==> src/fisr_pkg.sv <==
`timescale 1ns / 1ps
package fisr_pkg;
	localparam logic [31:0] SEED_CONST = 32'h5F3759DF;
	localparam logic [31:0] F32_HALF = 32'h3F000000;
	localparam logic [31:0] F32_THREE_HALVES = 32'h3FC00000;
	localparam logic [31:0] F32_QNAN = 32'h7FC00000;
	localparam logic [31:0] F32_SIGN = 32'h80000000;

	typedef struct packed {
		logic        nan;
		logic        inf;
		logic        zero;
		logic        sign;
		logic signed [10:0] e;
		logic [23:0] m;
	} unp_t;

	function automatic logic [4:0] lzc24(input logic [23:0] v);
		logic [4:0] n;
		n = 5'd24;
		for (int i = 0; i < 24; i++) begin
			if (v[i]) n = 5'(23 - i);
		end
		return n;
	endfunction

	function automatic logic [5:0] lzc64(input logic [63:0] v);
		logic [5:0] n;
		n = 6'd63;
		for (int i = 0; i < 63; i++) begin
			if (v[i]) n = 6'(62 - i);
		end
		return n;
	endfunction

	function automatic unp_t unpack(input logic [31:0] a);
		unp_t u;
		logic [4:0] z;
		u.sign = a[31];
		u.nan = (a[30:23] == 8'hFF) && (a[22:0] != 23'd0);
		u.inf = (a[30:23] == 8'hFF) && (a[22:0] == 23'd0);
		u.zero = (a[30:0] == 31'd0);
		if (a[30:23] == 8'd0) begin
			z = lzc24({1'b0, a[22:0]});
			u.m = {1'b0, a[22:0]} << z;
			u.e = 11'sd1 - 11'(z);
		end else begin
			u.m = {1'b1, a[22:0]};
			u.e = 11'(a[30:23]);
		end
		return u;
	endfunction

	function automatic logic [63:0] shr_sticky(input logic [63:0] v, input logic signed [11:0] s);
		logic [63:0] r;
		logic [63:0] msk;
		if (s <= 0) begin
			r = v;
		end else if (s >= 63) begin
			r = {63'd0, v != 64'd0};
		end else begin
			msk = (64'd1 << s[5:0]) - 64'd1;
			r = (v >> s[5:0]) | {63'd0, (v & msk) != 64'd0};
		end
		return r;
	endfunction

	// sig has bit 62 set; value = sig/2^62 * 2^(e-127)
	function automatic logic [31:0] round_pack(input logic sign, input logic signed [11:0] ei,
			input logic [63:0] sigi);
		logic [63:0] sig;
		logic signed [11:0] e;
		logic [38:0] low;
		logic [24:0] m;
		sig = sigi;
		e = ei;
		if (e < 1) begin
			sig = shr_sticky(sig, 12'sd1 - e);
			e = 12'sd1;
		end
		low = sig[38:0];
		m = {1'b0, sig[62:39]};
		if (low > 39'h4000000000 || (low == 39'h4000000000 && m[0])) m = m + 25'd1;
		if (m[24]) begin
			m = m >> 1;
			e = e + 12'sd1;
		end
		if (e >= 255) return {sign, 8'hFF, 23'd0};
		return {sign, (m[23] ? e[7:0] : 8'd0), m[22:0]};
	endfunction
endpackage

==> src/fisr_mul.sv <==
`timescale 1ns / 1ps
module fisr_mul (
	input  logic        clk,
	input  logic        arst_n,
	input  logic        en,
	input  logic [31:0] a,
	input  logic [31:0] b,
	output logic [31:0] p
);
	fisr_pkg::unp_t ua, ub;
	logic [47:0] prod_s1;
	logic signed [11:0] e_s1;
	logic sign_s1, spec_s1;
	logic [31:0] spec_val_s1;
	logic [31:0] spec_val;
	logic spec;
	logic [63:0] sig;
	logic signed [11:0] e;

	assign ua = fisr_pkg::unpack(a);
	assign ub = fisr_pkg::unpack(b);

	always_comb begin
		spec = 1'b1;
		if (ua.nan || ub.nan) spec_val = fisr_pkg::F32_QNAN;
		else if (ua.inf) spec_val = ub.zero ? fisr_pkg::F32_QNAN : {ua.sign ^ ub.sign, 8'hFF, 23'd0};
		else if (ub.inf) spec_val = ua.zero ? fisr_pkg::F32_QNAN : {ua.sign ^ ub.sign, 8'hFF, 23'd0};
		else if (ua.zero || ub.zero) spec_val = {ua.sign ^ ub.sign, 31'd0};
		else begin
			spec = 1'b0;
			spec_val = 32'd0;
		end
	end

	always_ff @(posedge clk or negedge arst_n) begin
		if (!arst_n) begin
			spec_s1 <= 1'b0;
		end else if (en) begin
			spec_s1 <= spec;
		end
	end

	always_ff @(posedge clk) begin
		if (en) begin
			prod_s1 <= ua.m * ub.m;
			e_s1 <= 12'(ua.e) + 12'(ub.e) - 12'sd126;
			sign_s1 <= ua.sign ^ ub.sign;
			spec_val_s1 <= spec_val;
		end
	end

	always_comb begin
		sig = {1'b0, prod_s1, 15'd0};
		e = e_s1;
		if (!sig[62]) begin
			sig = sig << 1;
			e = e - 12'sd1;
		end
	end

	always_ff @(posedge clk) begin
		if (en) p <= spec_s1 ? spec_val_s1 : fisr_pkg::round_pack(sign_s1, e, sig);
	end
endmodule

==> config.mk <==
export PLATFORM = sky130hd
export DESIGN_NAME = fisr_mul
export DESIGN_NICKNAME = d
export VERILOG_FILES = /design/src/fisr_pkg.sv /design/src/fisr_mul.sv
export SDC_FILE = /design/constraint.sdc
export NUM_CORES = 2
export LEC_CHECK = 0
export BUFFER_PORTS_ARGS = -buffer_cell sky130_fd_sc_hd__buf_4
export CAP_MARGIN = 25
export CORE_AREA = 3 3 261 263
export DETAILED_ROUTE_END_ITERATION = 10
export DIE_AREA = 0 0 264 266
export PLACE_DENSITY = 0.76
export SLEW_MARGIN = 20
export SYNTH_ARGS = -nofsm -noshare
export SYNTH_HDL_FRONTEND = slang
export SYNTH_SLANG_ARGS = --single-unit
export TNS_END_PERCENT = 20
==> constraint.sdc <==
create_clock -name clk -period 9.9 [get_ports clk]
set_clock_uncertainty 0.2 [all_clocks]
set_input_delay 0.495 -clock clk [delete_from_list [all_inputs] [get_ports clk]]
set_output_delay 0.495 -clock clk [all_outputs]
set_load 0.02 [all_outputs]
# ---- Yosys cells after proc, flatten, opt, wreduce, memory -nomap -nowiden
# Cells that the tools add are included.
dict set report word_totals {
  ff_bits 126
  latchBits 0
  ram_bits 0
  rom_bits 0
  inputBits 67
  out_inout_bits 32
  memories 0
}
dict set report classes {
  n_addsub 9
  multipliers 1
  n_div 0
  magnitude_cmp 5
  eq_ne 3
  n_shift 4
  n_mux 79
  bitwise_logic 3
  n_reduce_logical 18
}
# cell count
set op_table {}
lappend op_table {{two-way mux 63 bit} 5}
lappend op_table {{two-way mux 32 bit} 8}
lappend op_table {{two-way mux 5 bit} 45}
lappend op_table {{nonzero test 64 bit} 2}
lappend op_table {{two-way mux 35 bit} 2}
lappend op_table {{bitwise AND 64 bit} 1}
lappend op_table {{left shift 1 x 6 -> 64 bit, first input constant} 1}
lappend op_table {{subtractor 64 x 1 -> 64 bit, second input constant} 1}
lappend op_table {{bitwise OR 63 x 1 -> 63 bit} 1}
lappend op_table {{>> shifter 63 x 6 -> 63 bit} 1}
lappend op_table {{logical NOT 31 bit} 2}
lappend op_table {{two-way mux 12 bit} 5}
lappend op_table {{two-way mux 25 bit} 2}
lappend op_table {{multiplier 24 x 24 -> 48 bit} 1}
lappend op_table {{two-way mux 24 bit} 2}
lappend op_table {{left shift 23 x 5 -> 24 bit} 2}
lappend op_table {{logical NOT 23 bit} 2}
lappend op_table {{nonzero test 23 bit} 2}
lappend op_table {{== test 39 bit, second input constant} 1}
lappend op_table {{> comparator 39 bit, second input constant} 1}
lappend op_table {{adder 24 x 1 -> 25 bit, second input constant} 1}
lappend op_table {{== test 8 bit, second input constant} 2}
lappend op_table {{logical NOT 8 bit} 2}
lappend op_table {{adder 11 x 11 -> 12 bit} 1}
lappend op_table {{other kinds (15)} 29}

# ---- Longest topological paths before layout
dict set report logic_depth {
  ltp_word 28
  ltp_mapped 46
  mapped_depth_nobuf 43
}

# ---- Least setup slack after synthesis
# OpenSTA, ideal clock, no wires.
dict set report synth_timing {
  kind {in2reg}
  start {input port a[1]}
  end {register prod_s1[47] (data pin)}
  setup_ns 0.261
  arrival_time_ns 10.467
  required_time_ns 9.439
  setup_slack_ns -1.028
  stages 43
  path_buffers 3
  cell_sequence {clkbuf_1 -> nor2_1 -> o31ai_1 -> a211oi_1 -> o31ai_1 -> a211oi_1 -> o31a_1 -> nor2_1 -> clkbuf_1 -> buf_1 -> mux2i_1 -> mux2i_1 -> a22oi_1 -> o21ai_0 -> mux2i_1 -> nor2_1 -> fa_1 -> fa_1 -> [7 not listed] -> fa_1 -> inv_1 -> fa_1 -> inv_1 -> ha_1 -> a21boi_0 -> nand3_1 -> nor4_1 -> o311ai_0 -> a211oi_1 -> o2111ai_1 -> a41oi_1 -> or2_2 -> a41oi_1 -> o31ai_1 -> a211oi_1 -> o21ai_0 -> xnor2_1}
}
dict set report synth_via {
  elab_chain_len 26
}
# item line_no
set synth_rtl {}
lappend synth_rtl {{start: declaration} fisr_mul.sv:6} ;# input logic [31:0] a,
lappend synth_rtl {{two-way mux 4 bit} fisr_pkg.sv:22} ;# if (v[i]) n = 5'(23 - i);
lappend synth_rtl {{two-way mux 5 bit (21 in series)} fisr_pkg.sv:22}
lappend synth_rtl {{two-way mux 5 bit} fisr_pkg.sv:43} ;# if (a[30:23] == 8'd0) begin
lappend synth_rtl {{left shift 23 x 5 -> 24 bit} fisr_pkg.sv:45} ;# u.m = {1'b0, a[22:0]} << z;
lappend synth_rtl {{two-way mux 35 bit *} fisr_pkg.sv:43}
lappend synth_rtl {{multiplier 24 x 24 -> 48 bit *} fisr_mul.sv:45} ;# prod_s1 <= ua.m * ub.m;
lappend synth_rtl {{end signal: assignment} fisr_mul.sv:45}
lappend synth_rtl {{end: declaration} fisr_mul.sv:11} ;# logic [47:0] prod_s1;
# Mark *: on every way between the ends. The rest lies on a longest branch, timed or not. The select of a mux whose other input is x is not followed.
# A chain may end at the register's enable or synchronous reset.

# ---- Worst setup path after layout
dict set report layout_timing {
  start {input port b[3]}
  end {register prod_s1[44] (data pin)}
}
dict set report layout_via {
  elab_chain_len 24
}
# item line_no
set layout_rtl {}
lappend layout_rtl {{start: declaration} fisr_mul.sv:7} ;# input logic [31:0] b,
lappend layout_rtl {{two-way mux 5 bit (20 in series)} fisr_pkg.sv:22}
lappend layout_rtl {{two-way mux 5 bit} fisr_pkg.sv:43}
lappend layout_rtl {{left shift 23 x 5 -> 24 bit} fisr_pkg.sv:45}
lappend layout_rtl {{two-way mux 35 bit *} fisr_pkg.sv:43}
lappend layout_rtl {{multiplier 24 x 24 -> 48 bit *} fisr_mul.sv:45}
# Marked as above.

==> metrics.log <==
[metrics] total of buffers placed on input and output ports: 98
[metrics] weighted congestion at the end of routability-driven global placement: 1.048
[metrics] antenna violations before repair: 2
[metrics] failing checks: negative setup slack
[metrics] area of the die: 70220 um^2
[metrics] CTS tree: done
[metrics] top achievable clock speed: 0.1000 GHz
[metrics] routed vias: 31.98k
[metrics] max-slew headroom at the worst pin: 23.89%
[metrics] number of clock sinks seen by CTS: 97
[metrics] Final Worst Setup Slack: -0.09647 ns
[metrics] final-layout fill cell count: 5866
[metrics] count of endpoints failing setup in the final report: 4
[metrics] synthesized instance count: 4011
[metrics] result of the run: complete, but fails checks
[metrics] detailed-placement wirelength estimate: 101500 um
[metrics] most common cell after layout, fill and taps aside: sky130_fd_sc_hd__inv_1
[metrics] post-synthesis register bit count: 97
[metrics] primary flip-flop cell chosen by synthesis mapping: sky130_fd_sc_hd__edfxtp_1
[metrics] DRC violation count after routing: 0
[metrics] largest area contributor in the netlist: sky130_fd_sc_hd__fa_1
[metrics] WHS: 0.2284 ns
[metrics] required arrival time at the worst endpoint: 9.83 ns
[metrics] initial core utilization: 50.13%
[metrics] Post-synth EDFFs: 96
[metrics] number of nets produced by synthesis: 4759
[metrics] clock network latency to the later pin of the worst-skew pair: 0.37 ns
[metrics] number of buffers between clock root and the deepest sink: 2
[metrics] TritonRoute pass-1 iters: 7
[metrics] depth of the worst register-to-register path: 26
[metrics] via density per instance: 6.049
[metrics] Arr. time, crit path: 9.92 ns
[metrics] worst hold path cell count: 2
[metrics] global-route wire length before repair: 188800 um
[metrics] Clk Tree Root Cell: sky130_fd_sc_hd__clkbuf_16
[metrics] post-synth design cell area: 33020 um^2
[metrics] area growth from synthesis to layout: 19.74%
[metrics] Total Routing Usage GR: 34.71%
[metrics] CP Max Fanout: 5
[metrics] routed length per placed instance: 23.35 um
[metrics] number of nets with antenna violations after detailed routing: 0
[metrics] share of the yosys chip area belonging to registers: 8.807%
[metrics] area of placed instances: 38170 um^2
[metrics] count of warnings emitted by yosys: 0
[metrics] CORE AREA: 65860 um^2
[metrics] CTS H-Tree Depth: 3
[metrics] number of global-route vias before repair: 32.58k
[metrics] Distinct cells, synth: 99
[metrics] worst slew pin tran: 1.134 ns
[metrics] fraction of layout cells with a size suffix above 1: 21.61%
[metrics] kind of launch point of the worst setup path: input pin
[metrics] Die Wd: 264 um
[metrics] CP most frequent cell: sky130_fd_sc_hd__fa_1
[metrics] leading post-synthesis cells by cell area: sky130_fd_sc_hd__fa_1, sky130_fd_sc_hd__edfxtp_1, sky130_fd_sc_hd__ha_1
[metrics] number of nets in the finished design: 5163
[metrics] area share of the leading cell type in the synthesized netlist: 29.29%
[metrics] vertical die dimension: 266 um
[metrics] leading cell types in the layout, fill and taps excluded: sky130_fd_sc_hd__inv_1, sky130_fd_sc_hd__buf_4, sky130_fd_sc_hd__fa_1
[metrics] clock-pin slew on the worst setup and hold paths: 0.07 ns
[metrics] max capacitance violation total: 0
[metrics] worst setup path category: in -> reg
[metrics] CP Capture Type: flop
[metrics] type of the tightest min-delay check: in -> reg
[metrics] Final Util: 60.02%
[metrics] unrepaired setup endpoints after global routing: yes
[metrics] Avg Cell Area, Syn: 8.231 um^2
[metrics] Max stage delay on crit path: 0.57 ns
[metrics] proportion of synthesized flip-flops having asynchronous set or reset: 1.031%
[metrics] remaining global-route overflow: 0
[metrics] number of failing hold endpoints at the final stage: 0
[metrics] TritonCTS Buffers: 9
[metrics] Final Instance Count excl. Fillers: 5286
[metrics] Core Rows: 94
[metrics] io pins: 99
[metrics] shortest period the worst path allows: 9.996 ns
[metrics] Post-Layout Inst Area: 39530 um^2
[metrics] final worst path period share: 101.0%
[metrics] number of placed cells counting well taps: 5221
[metrics] pin count of the biggest net entering global routing: 90
[metrics] count of pins over their slew limit: 0
[metrics] Slowest cell on crit path: sky130_fd_sc_hd__fa_1
[metrics] Total Routed Length: 123400 um
[metrics] DR iter-0 viols: 2769
registers in the layout, summed over array words and instances (netlist names):
signal and cells:
p 32, sign_s1 1, spec_s1 1, prod_s1 48
spec_val_s1 3, e_s1 12
layer usage:
metal	vias to the layer above	part of all wire (%)	global-route usage [%]
met1	15611	37	42.35
met5	-	0	0
met3	518	8.8	5.550
met4	0	7.9	20.98
met2	1679	47	58.11
li1	14169	-	-
cell families (layout without fill, tap and decap cells):
logic type,count (synthesis),count (layout),share of synthesized area (%)
xor+xnor,99,99,2.626
simple gates,1322,1322,18.25
mux,257,257,9.217
other cells,0,2,0
fa+ha+maj,681,681,36.79
compound gates,682,682,14.14
flops,97,97,8.807
buf+inv,873,1282,10.16
Yosys cell counts (all sizes together), types with 14 or more instances:
library cell	count
a21oi	148
nand2b	56
or2	25
and2	46
o211ai	24
a22oi	23
a21o	39
edfxtp	96
o21ai	124
clkbuf	182
fa	483
a211oi	38
o22ai	29
nor2	441
nor2b	27
buf	62
mux4	30
or3	22
nor3	80
mux2i	154
a221oi	14
nand2	451
inv	625
o221ai	16
nand3	62
o31ai	19
nand4	23
xor2	31
xnor2	68
nor4	36
and3	15
o21bai	14
mux2	73
a31oi	34
ha	198
o21a	20
final cells by class:
cell class | count | area, um^2 | area share [%]
antenna | 2 | 5.005 | 0.01266
clock buffer | 10 | 229.0 | 0.5792
clock inverter | 6 | 48.80 | 0.1234
inverter | 629 | 2364 | 5.979
multi-input combinational | 3041 | 27560 | 69.72
sequential | 97 | 2908 | 7.355
tap | 864 | 1081 | 2.735
timing repair buffer | 637 | 5334 | 13.49
path summary, 6_finish.rpt:
kind	end	from	slack [ns]
setup / recovery	prod_s1[44]$_DFFE_PP_	b[3]	-0.1
hold / removal	sign_s1$_DFFE_PP_	a[31]	0.23
setup reg to reg	p[4]$_SDFFCE_PP0P_	e_s1[1]$_DFFE_PP_	1.76
hold reg to reg	p[31]$_DFFE_PP_	spec_val_s1[31]$_SDFFCE_PP0P_	0.36
max in group asynchronous	spec_s1$_DFFE_PN0P_	arst_n	9.16
min in group asynchronous	spec_s1$_DFFE_PN0P_	arst_n	0.26
critical path: cells and delay by family:
kind / cells / cell delay (ns)
adders and majority gates: 8 / 3.74
AOI/OAI and AO/OA: 17 / 3.50
and+or+nand+nor: 6 / 0.65
xor gates and xnor gates: 1 / 0.07
buffers and inverters: 10 / 1.14
muxes: 1 / 0.32
stage by stage:
step / setup slack [ns] / setup TNS (ns)
after floorplan: 0.001358 / 0
after global placement: -0.5556 / -4.234
after detailed placement: -0.7052 / -6.301
after CTS: -0.05486 / -0.1949
after global routing: -0.4330 / -3.107
final: -0.09647 / -0.2057
timing repair:
action | 4_1_cts | 5_1_grt
pin swaps | 38 | 84
setup endpoints to repair | 8 | 15
hold buffers | 1 | 0
endpoints found under the hold margin | 1 | 0
gates resized for setup | 62 | 112
buffers inserted | 26 | 20
cloned | 0 | 0
Power is not shown: default switching activity piles up to over one toggle a cycle in this logic, so the estimate is an artifact.
