File: config.mk
export PLATFORM = sky130hd
export DESIGN_NAME = fisr_sub
export DESIGN_NICKNAME = d
export VERILOG_FILES = /design/src/fisr_pkg.sv /design/src/fisr_sub.sv
export SDC_FILE = /design/constraint.sdc
export NUM_CORES = 1
export LEC_CHECK = 0
export ABC_AREA = 1
export ABC_CLOCK_PERIOD_IN_PS = 12600
export BUFFER_PORTS_ARGS = -buffer_cell sky130_fd_sc_hd__buf_2
export CORE_MARGIN = 2
export CORE_UTILIZATION = 45
export CTS_CLUSTER_SIZE = 16
export DETAILED_ROUTE_END_ITERATION = 10
export PLACE_DENSITY = 0.71
export SLEW_MARGIN = 5
export SYNTH_ARGS = -nofsm -noshare
export SYNTH_HDL_FRONTEND = slang
export SYNTH_SLANG_ARGS = --single-unit
File: constraint.sdc
create_clock -name clk -period 12.6 [get_ports clk]
set_input_delay 0 -clock clk [delete_from_list [all_inputs] [get_ports clk]]
set_output_delay 0 -clock clk [all_outputs]
set_load 0.02 [all_outputs]
File: src/fisr_pkg.sv
`timescale 1ns / 1ps
package fisr_pkg;
	localparam logic [31:0] SEED_CONST = 32'h5F3759DF;
	localparam logic [31:0] F32_HALF = 32'h3F000000;
	localparam logic [31:0] F32_THREE_HALVES = 32'h3FC00000;
	localparam logic [31:0] F32_QNAN = 32'h7FC00000;
	localparam logic [31:0] F32_SIGN = 32'h80000000;

	typedef struct packed {
		logic        nan;
		logic        inf;
		logic        zero;
		logic        sign;
		logic signed [10:0] e;
		logic [23:0] m;
	} unp_t;

	function automatic logic [4:0] lzc24(input logic [23:0] v);
		logic [4:0] n;
		n = 5'd24;
		for (int i = 0; i < 24; i++) begin
			if (v[i]) n = 5'(23 - i);
		end
		return n;
	endfunction

	function automatic logic [5:0] lzc64(input logic [63:0] v);
		logic [5:0] n;
		n = 6'd63;
		for (int i = 0; i < 63; i++) begin
			if (v[i]) n = 6'(62 - i);
		end
		return n;
	endfunction

	function automatic unp_t unpack(input logic [31:0] a);
		unp_t u;
		logic [4:0] z;
		u.sign = a[31];
		u.nan = (a[30:23] == 8'hFF) && (a[22:0] != 23'd0);
		u.inf = (a[30:23] == 8'hFF) && (a[22:0] == 23'd0);
		u.zero = (a[30:0] == 31'd0);
		if (a[30:23] == 8'd0) begin
			z = lzc24({1'b0, a[22:0]});
			u.m = {1'b0, a[22:0]} << z;
			u.e = 11'sd1 - 11'(z);
		end else begin
			u.m = {1'b1, a[22:0]};
			u.e = 11'(a[30:23]);
		end
		return u;
	endfunction

	function automatic logic [63:0] shr_sticky(input logic [63:0] v, input logic signed [11:0] s);
		logic [63:0] r;
		logic [63:0] msk;
		if (s <= 0) begin
			r = v;
		end else if (s >= 63) begin
			r = {63'd0, v != 64'd0};
		end else begin
			msk = (64'd1 << s[5:0]) - 64'd1;
			r = (v >> s[5:0]) | {63'd0, (v & msk) != 64'd0};
		end
		return r;
	endfunction

	// sig has bit 62 set; value = sig/2^62 * 2^(e-127)
	function automatic logic [31:0] round_pack(input logic sign, input logic signed [11:0] ei,
			input logic [63:0] sigi);
		logic [63:0] sig;
		logic signed [11:0] e;
		logic [38:0] low;
		logic [24:0] m;
		sig = sigi;
		e = ei;
		if (e < 1) begin
			sig = shr_sticky(sig, 12'sd1 - e);
			e = 12'sd1;
		end
		low = sig[38:0];
		m = {1'b0, sig[62:39]};
		if (low > 39'h4000000000 || (low == 39'h4000000000 && m[0])) m = m + 25'd1;
		if (m[24]) begin
			m = m >> 1;
			e = e + 12'sd1;
		end
		if (e >= 255) return {sign, 8'hFF, 23'd0};
		return {sign, (m[23] ? e[7:0] : 8'd0), m[22:0]};
	endfunction
endpackage

File: src/fisr_sub.sv
`timescale 1ns / 1ps
// computes 1.5 - t
module fisr_sub (
	input  logic        clk,
	input  logic        arst_n,
	input  logic        en,
	input  logic [31:0] t,
	output logic [31:0] d
);
	logic [31:0] a, b;
	fisr_pkg::unp_t ua, ub;
	logic spec;
	logic [31:0] spec_val;
	logic [63:0] sa, sb;
	logic signed [10:0] ea, eb;
	logic sga, sgb;
	logic spec_s1, sga_s1, zero_s1;
	logic [31:0] spec_val_s1;
	logic [63:0] sig_s1;
	logic signed [11:0] e_s1;
	logic [63:0] sig;
	logic [5:0] z;

	assign a = fisr_pkg::F32_THREE_HALVES;
	assign b = t ^ fisr_pkg::F32_SIGN;
	assign ua = fisr_pkg::unpack(a);
	assign ub = fisr_pkg::unpack(b);

	always_comb begin
		spec = 1'b1;
		if (ub.nan) spec_val = fisr_pkg::F32_QNAN;
		else if (ub.inf) spec_val = b;
		else if (ub.zero) spec_val = a;
		else begin
			spec = 1'b0;
			spec_val = 32'd0;
		end
		if (ua.e < ub.e || (ua.e == ub.e && ua.m < ub.m)) begin
			ea = ub.e; sa = {ub.m, 40'd0} >> 2; sga = ub.sign;
			eb = ua.e; sb = {ua.m, 40'd0} >> 2; sgb = ua.sign;
		end else begin
			ea = ua.e; sa = {ua.m, 40'd0} >> 2; sga = ua.sign;
			eb = ub.e; sb = {ub.m, 40'd0} >> 2; sgb = ub.sign;
		end
		sb = fisr_pkg::shr_sticky(sb, 12'(ea) - 12'(eb));
	end

	always_ff @(posedge clk or negedge arst_n) begin
		if (!arst_n) begin
			spec_s1 <= 1'b0;
		end else if (en) begin
			spec_s1 <= spec;
		end
	end

	always_ff @(posedge clk) begin
		if (en) begin
			sig_s1 <= (sga == sgb) ? sa + sb : sa - sb;
			e_s1 <= 12'(ea) + 12'sd1;
			sga_s1 <= sga;
			spec_val_s1 <= spec_val;
		end
	end

	assign zero_s1 = (sig_s1 == 64'd0);
	assign z = fisr_pkg::lzc64(sig_s1);
	assign sig = sig_s1 << z;

	always_ff @(posedge clk) begin
		if (en) begin
			if (spec_s1) d <= spec_val_s1;
			else if (zero_s1) d <= 32'd0;
			else d <= fisr_pkg::round_pack(sga_s1, e_s1 - 12'(z), sig);
		end
	end
endmodule
Word-level counts from Yosys, hierarchy flattened
Index checks and enable logic that the tools add are counted.

operators by class
  bitwise logic cells = 5
  reduce and logical (&&, ||, !) cells = 15
  order comparisons = 9
  multiplexer cells = 133
  equal/unequal tests = 4
  add/subtract/negate cells = 11
  shift operators = 6

operators with widths
  kind                                                count
  2-to-1 mux 63 bit                                   6
  2-to-1 mux 6 bit                                    62
  nonzero test 64 bit                                 4
  2-to-1 mux 64 bit                                   3
  2-to-1 mux 32 bit                                   5
  AND 64 bit                                          2
  left shift 1 x 6 -> 64 bit, first input constant    2
  subtractor 64 x 1 -> 64 bit, second input constant  2
  2-to-1 mux 62 bit                                   2
  2-to-1 mux 5 bit                                    23
  2-to-1 mux 25 bit                                   4
  2-to-1 mux 12 bit                                   8
  2-to-1 mux 24 bit                                   4
  adder 64 bit                                        1
  zero test 64 bit                                    1
  OR 64 x 1 -> 64 bit                                 1
  left shift 64 x 6 -> 64 bit                         1
  right shift 64 x 6 -> 63 bit                        1
  right shift 64 x 6 -> 64 bit                        1
  subtractor 64 bit                                   1
  OR 63 x 1 -> 63 bit                                 1
  == test 39 bit, second input constant               1
  > comparator 39 bit, second input constant          1
  2-to-1 mux 35 bit                                   1
  29 further kinds                                    45

storage, ports and cells
  output and inout port bits = 32
  input bits = 35
  bits in registers = 142
  logic and storage cells = 189

Depth between registers and ports, before layout
  word-level depth = 95
  gate-level depth with buffers = 132
  depth with buffers taken out = 126

Worst setup path after synthesis
OpenSTA, ideal clock, no wires.

  path type = reg2reg
  start = register sig_s1[1]
  end = register d[13] (data pin)
  data required time = 12.347 ns
  clock period less this slack = 10.773 ns
  library setup time = 0.253 ns
  cell stages (with the launch flop) = 130
  data arrival time = 10.520 ns
  slack = 1.827 ns
  path buffers = 9
  cell sequence = edfxtp_1 > inv_1 > nand2_1 > nand2_1 > nand2_1 > nand2_1 > nand2_1 > nand2_1 > nand2_1 > nand2_1 > nand2_1 > nand2_1 > nand2_1 > nand2_1 > nand2_1 > nand2_1 > nand2_1 > nand2_1 > [94 not listed] > nor2_1 > nand2_1 > nor2_1 > nand2_1 > nand2_2 > nand2_4 > nand3_2 > buf_6 > nand2_1 > nand2_1 > nand2_1 > nor2_1 > nand2_1 > nand2_1 > nand2_2 > buf_4 > nand3_1 > nand2_1

on the way
  word-level cells in the longest chain between the ends = 94
  elaborated cells between the ends (all ways) = 112
  those cells by class = add/sub: 5; order compare: 5; eq/ne: 1; shift: 3; mux: 91; bitwise: 2; reduce/logical: 5

ends and longest elaborated chain
  what                                                                       RTL line        source
  from (decl)                                                                fisr_sub.sv:19  logic [63:0] sig_s1;
  from (signal assigned)                                                     fisr_sub.sv:58  sig_s1 <= (sga == sgb) ? sa + sb : sa - sb;
  parallel branches: the longest is 92 deep, another holds 2-to-1 mux 6 bit  --
  2-to-1 mux 32 bit *                                                        fisr_sub.sv:72  else if (zero_s1) d <= 32'd0;
  2-to-1 mux 32 bit *                                                        fisr_sub.sv:71  if (spec_s1) d <= spec_val_s1;
  to (signal assigned)                                                       fisr_sub.sv:71
  to (signal assigned)                                                       fisr_sub.sv:73  else d <= fisr_pkg::round_pack(sga_s1, e_s1 - 12'(z), sig);
  to (decl)                                                                  fisr_sub.sv:8   output logic [31:0] d

Mark *: on every way between the ends. The select of a mux whose other input is x is not followed.
A chain may end at the register's enable or synchronous reset.

Worst setup path in the final report
  start = register sig_s1[1]
  end = register d[18] (data pin)

Same word-level chain as after synthesis.

==> results.txt <==
The flow ran to the end, and the final reports show no timing, DRC or antenna violations. The later pin in the worst-skew pair is clocked with a latency of 0.44 ns. The worst pin sits at a relative slew slack of 19.3%.

The die covers 0.0606 sq mm. The clock network is responsible for 7.2% of the overall power. Yosys instantiated no cell more often than sky130_fd_sc_hd__nand2_1.

Summed over all layers, the global routing overflow is 0. The synthesized design contains 141 enable-type register cells. The pre-CTS worst setup slack is 0.795 ns.

The mean instance size in the synthesized netlist came out at 5.47 sq um. The tools report the maximum count of clock buffers along a single path as 2. The first global-routing pass estimated 166000 um of wire.

During I/O placement, the number of pins put on the boundary was 67. Counting the buffers created by CTS gives 17. After layout, the worst path uses 91.2% of the clock period. In this run switching power makes up 62.9% of total power. From left edge to right edge, the die measures 246 um. Adding up every negative setup slack in the final design gives 0 ns. The number of inserted diodes is 0.

Ratio of total power to cell area: 240 mW/mm^2. The type of the tightest min-delay check is primary input to flop. The number of cell rows is 88, and the maximum resistive drop on vdd is 0.156 mV. Setup repair after global routing could not meet its margin everywhere. Counting the fill cells in the layout gives 6457. In this run the biggest area consumer among cell types represents 20.9% of the synthesized area. The critical path's slowest cell is sky130_fd_sc_hd__fa_2.

The cell depth of the worst hold path is 1, and the power after layout is 0.00669 W. The delay of the slowest cell on the worst path is 0.65 ns, and the number of optimization iterations in the first detailed-route pass is 6. The tools report the area of the placeable core as 0.0578 sq mm.

After synthesis, the share of flip-flops with an asynchronous set or reset is 0.704%. The total vias in the final route was 32693; the post-layout minimum cycle time was 11.49 ns. The run gives 0.0877 ns as the worst hold slack.

The post-synthesis instance area came out at 0.0264 sq mm. The number of max-slew violations in the final report is 0. The endpoint class of the critical path was a flop. For the pin with the worst max-slew slack, the measured transition is 1.21 ns. Length in cells of the worst reg-to-reg path: 105. Vertical die dimension: 246 um.

For the reported max-cap violation count, the log shows 0. The biggest area contributor in the post-synthesis netlist is sky130_fd_sc_hd__nand2_1. Routability-driven placement finished with a final weighted congestion of 1.07. Once routing completed, OpenROAD measured the worst setup slack at 1.11 ns.

The switching power summed over all nets was 0.00421 W; the pin count of the biggest net entering global routing was 81. The startpoint class of the critical path was a flop. The data required time of the worst path came out at 12.80 ns. TritonCTS built the clock tree.

For the combined global-route utilization of all metal layers, the log shows 34.9%. The run gives 4 as the number of H-tree levels. The logs give 0.0199 ns for the worst-case clock skew and 11.68 ns for the data arrival time of the critical path.

Synthesis produced 4823 cells. The count of buffers added on input and output ports is 66. Using the TritonRoute via totals, the vias-per-cell ratio works out to 5.90.

Setup violations remaining at the end of the flow were counted as 0. The number of different library cells used by synthesis comes to 80. The routed wire length is 108000 um. The synthesized design contains 142 register bits. Ranked by total cell area, the synthesized netlist is headed by sky130_fd_sc_hd__nand2_1, sky130_fd_sc_hd__nand3_1, sky130_fd_sc_hd__edfxtp_1, sky130_fd_sc_hd__nor2_1, sky130_fd_sc_hd__inv_1. The tools report the initial antenna violation count as 0. The clock slew at the register clock pins of the worst setup and hold paths is 0.07 ns, and the cell internal power dissipation is 0.00248 W. The cell at the root of the clock tree was sky130_fd_sc_hd__clkbuf_16. The share of layout cells above drive strength 1 was 7.26%; the final routed wire length divided by cell count was 19.6 um. In the synthesized netlist the dominant register cell turns out to be sky130_fd_sc_hd__edfxtp_1.

In this design, the critical path's most frequently occurring cell is sky130_fd_sc_hd__nand2_1. For the count of clock tree sinks, the log shows 142. At the end of the flow, the number of nets in the layout was 4839. For this run, the share of the core covered by cells in the final layout is 48.3%. For the placed wire-length estimate, the log shows 85500 um. The total DRC errors in the routed layout was 0. During synthesis, Yosys emitted a total of 0 warnings. The critical setup path kind is flop to flop.

The share of total power in combinational logic was 82.6%; the post-synthesis sequential area ratio was 16.2%. The area overhead of the layout relative to synthesis works out to 5.78%. Along the worst path, the maximum fanout reaches 13. The leakage power figure was 13.8 nW. The logs give 0 for the total count of hold-check failures in the final report and 28518 for the number of global-route vias before repair.

The tools report the remaining antenna violation count after routing as 0. The run gives 45.6% as the starting utilization of the core area. Sorting the synthesized cells by how often they occur yields sky130_fd_sc_hd__nand2_1, sky130_fd_sc_hd__nand3_1, sky130_fd_sc_hd__nor2_1, sky130_fd_sc_hd__inv_1, sky130_fd_sc_hd__o21ai_0. For this block, the initial DRC count from the detailed router was 4536. The logs give 87.0 MHz for the highest achievable clock rate and 10.1% for the proportion of power drawn by flip-flops and latches.
## state kept, by name, indices dropped and copies added, names as in the netlist
register     count
d               32
e_s1            12
sga_s1           1
sig_s1          64
spec_s1          1
spec_val_s1     32
## power groups by stage
stage / Combinational (W) / Sequential [W] / Clock [W]
2_1_floorplan: 0.00392 / 0.000672 / 0
3_3_place_gp: 0.00528 / 0.000682 / 0
3_5_place_dp: 0.00527 / 0.000683 / 0
4_1_cts: 0.00529 / 0.000673 / 0.000493
5_1_grt: 0.00607 / 0.000682 / 0.000511
6_report: 0.00553 / 0.000678 / 0.000484
## logic make-up (layout without fill, tap and decap cells)
logic type | count (synthesis) | in the layout | share of synthesized area (%)
xor+xnor | 142 | 142 | 4.80
simple gates | 3263 | 3264 | 54.2
buf+inv | 735 | 665 | 11.8
compound gates | 485 | 485 | 10.5
other cells | 2 | 26 | 0.0285
flops | 142 | 142 | 16.2
fa+ha+maj | 39 | 39 | 1.91
mux | 15 | 15 | 0.569
## worst max-delay path, delay by kind of cell (launching register included)
family	cells	cell delay, ns
AND/OR/NAND/NOR	88	7.50
adder cells (fa/ha/maj)	2	0.87
buffers and inverters	10	1.44
flip-flops	1	0.44
AO/OA/AOI/OAI	4	0.72
XOR/XNOR	1	0.25
## worst paths after layout
kind,startpoint,endpoint,slack [ns]
min in group asynchronous,arst_n,spec_s1$_DFFE_PN0P_,0.39
max,sig_s1[1]$_DFFE_PP_,d[18]$_DFFE_PP_,1.11
max in group asynchronous,arst_n,spec_s1$_DFFE_PN0P_,12.11
min reg2reg,spec_val_s1[25]$_SDFFCE_PP1P_,d[25]$_DFFE_PP_,0.51
min,en,sig_s1[60]$_DFFE_PP_,0.09
max reg2reg,sig_s1[1]$_DFFE_PP_,d[18]$_DFFE_PP_,1.11
## layout make-up
class | instances | area, sq um | share of cell area [%]
sequential | 142 | 4260 | 15.3
clock buffer | 17 | 425 | 1.53
timing repair buffer | 152 | 1010 | 3.62
inverter | 481 | 1820 | 6.51
tap | 765 | 957 | 3.43
multi-input combinational | 3971 | 19300 | 69.2
clock inverter | 15 | 125 | 0.449
## placed cells by master, fill, tap and decap left out, types with 17 or more instances in the layout
master / count
sky130_fd_sc_hd__a21oi_1: 82
sky130_fd_sc_hd__o22ai_1: 31
sky130_fd_sc_hd__clkbuf_16: 17
sky130_fd_sc_hd__buf_4: 80
sky130_fd_sc_hd__a31oi_1: 18
sky130_fd_sc_hd__inv_1: 426
sky130_fd_sc_hd__edfxtp_1: 141
sky130_fd_sc_hd__buf_2: 65
sky130_fd_sc_hd__ha_1: 35
sky130_fd_sc_hd__xnor2_1: 37
sky130_fd_sc_hd__nand2_2: 17
sky130_fd_sc_hd__nor4_1: 28
sky130_fd_sc_hd__o21ai_0: 163
sky130_fd_sc_hd__xor2_1: 100
sky130_fd_sc_hd__conb_1: 26
sky130_fd_sc_hd__inv_2: 41
sky130_fd_sc_hd__nor2_1: 483
sky130_fd_sc_hd__o21ai_1: 102
sky130_fd_sc_hd__nand2_1: 1463
sky130_fd_sc_hd__nand4_1: 87
sky130_fd_sc_hd__nand3_1: 1023
sky130_fd_sc_hd__nor2_2: 20
sky130_fd_sc_hd__nor3_1: 74
## what timing repair did
action,CTS,global route
setup buffers,0,13
resized for setup,0,36
hold buffers,2,0
setup endpoints to repair,0,35
hold endpoints to repair,1,0
## metal layers
metal | track usage [%] | routed length (um)
met2 | 52.2 | 45800
met4 | 13.1 | 4640
met5 | 0 | 0
met1 | 50.6 | 47400
met3 | 4.50 | 10600
## per-stage QoR
| stage | cells | instance area (sq um) |
|---|---|---|
| after floorplan | 4847 | 26500 |
| after global placement | 5495 | 27100 |
| after detailed placement | 5495 | 27100 |
| after CTS | 5529 | 27600 |
| after global routing | 5543 | 27900 |
| final | 5543 | 27900 |
(Power assumes the default switching activity.)
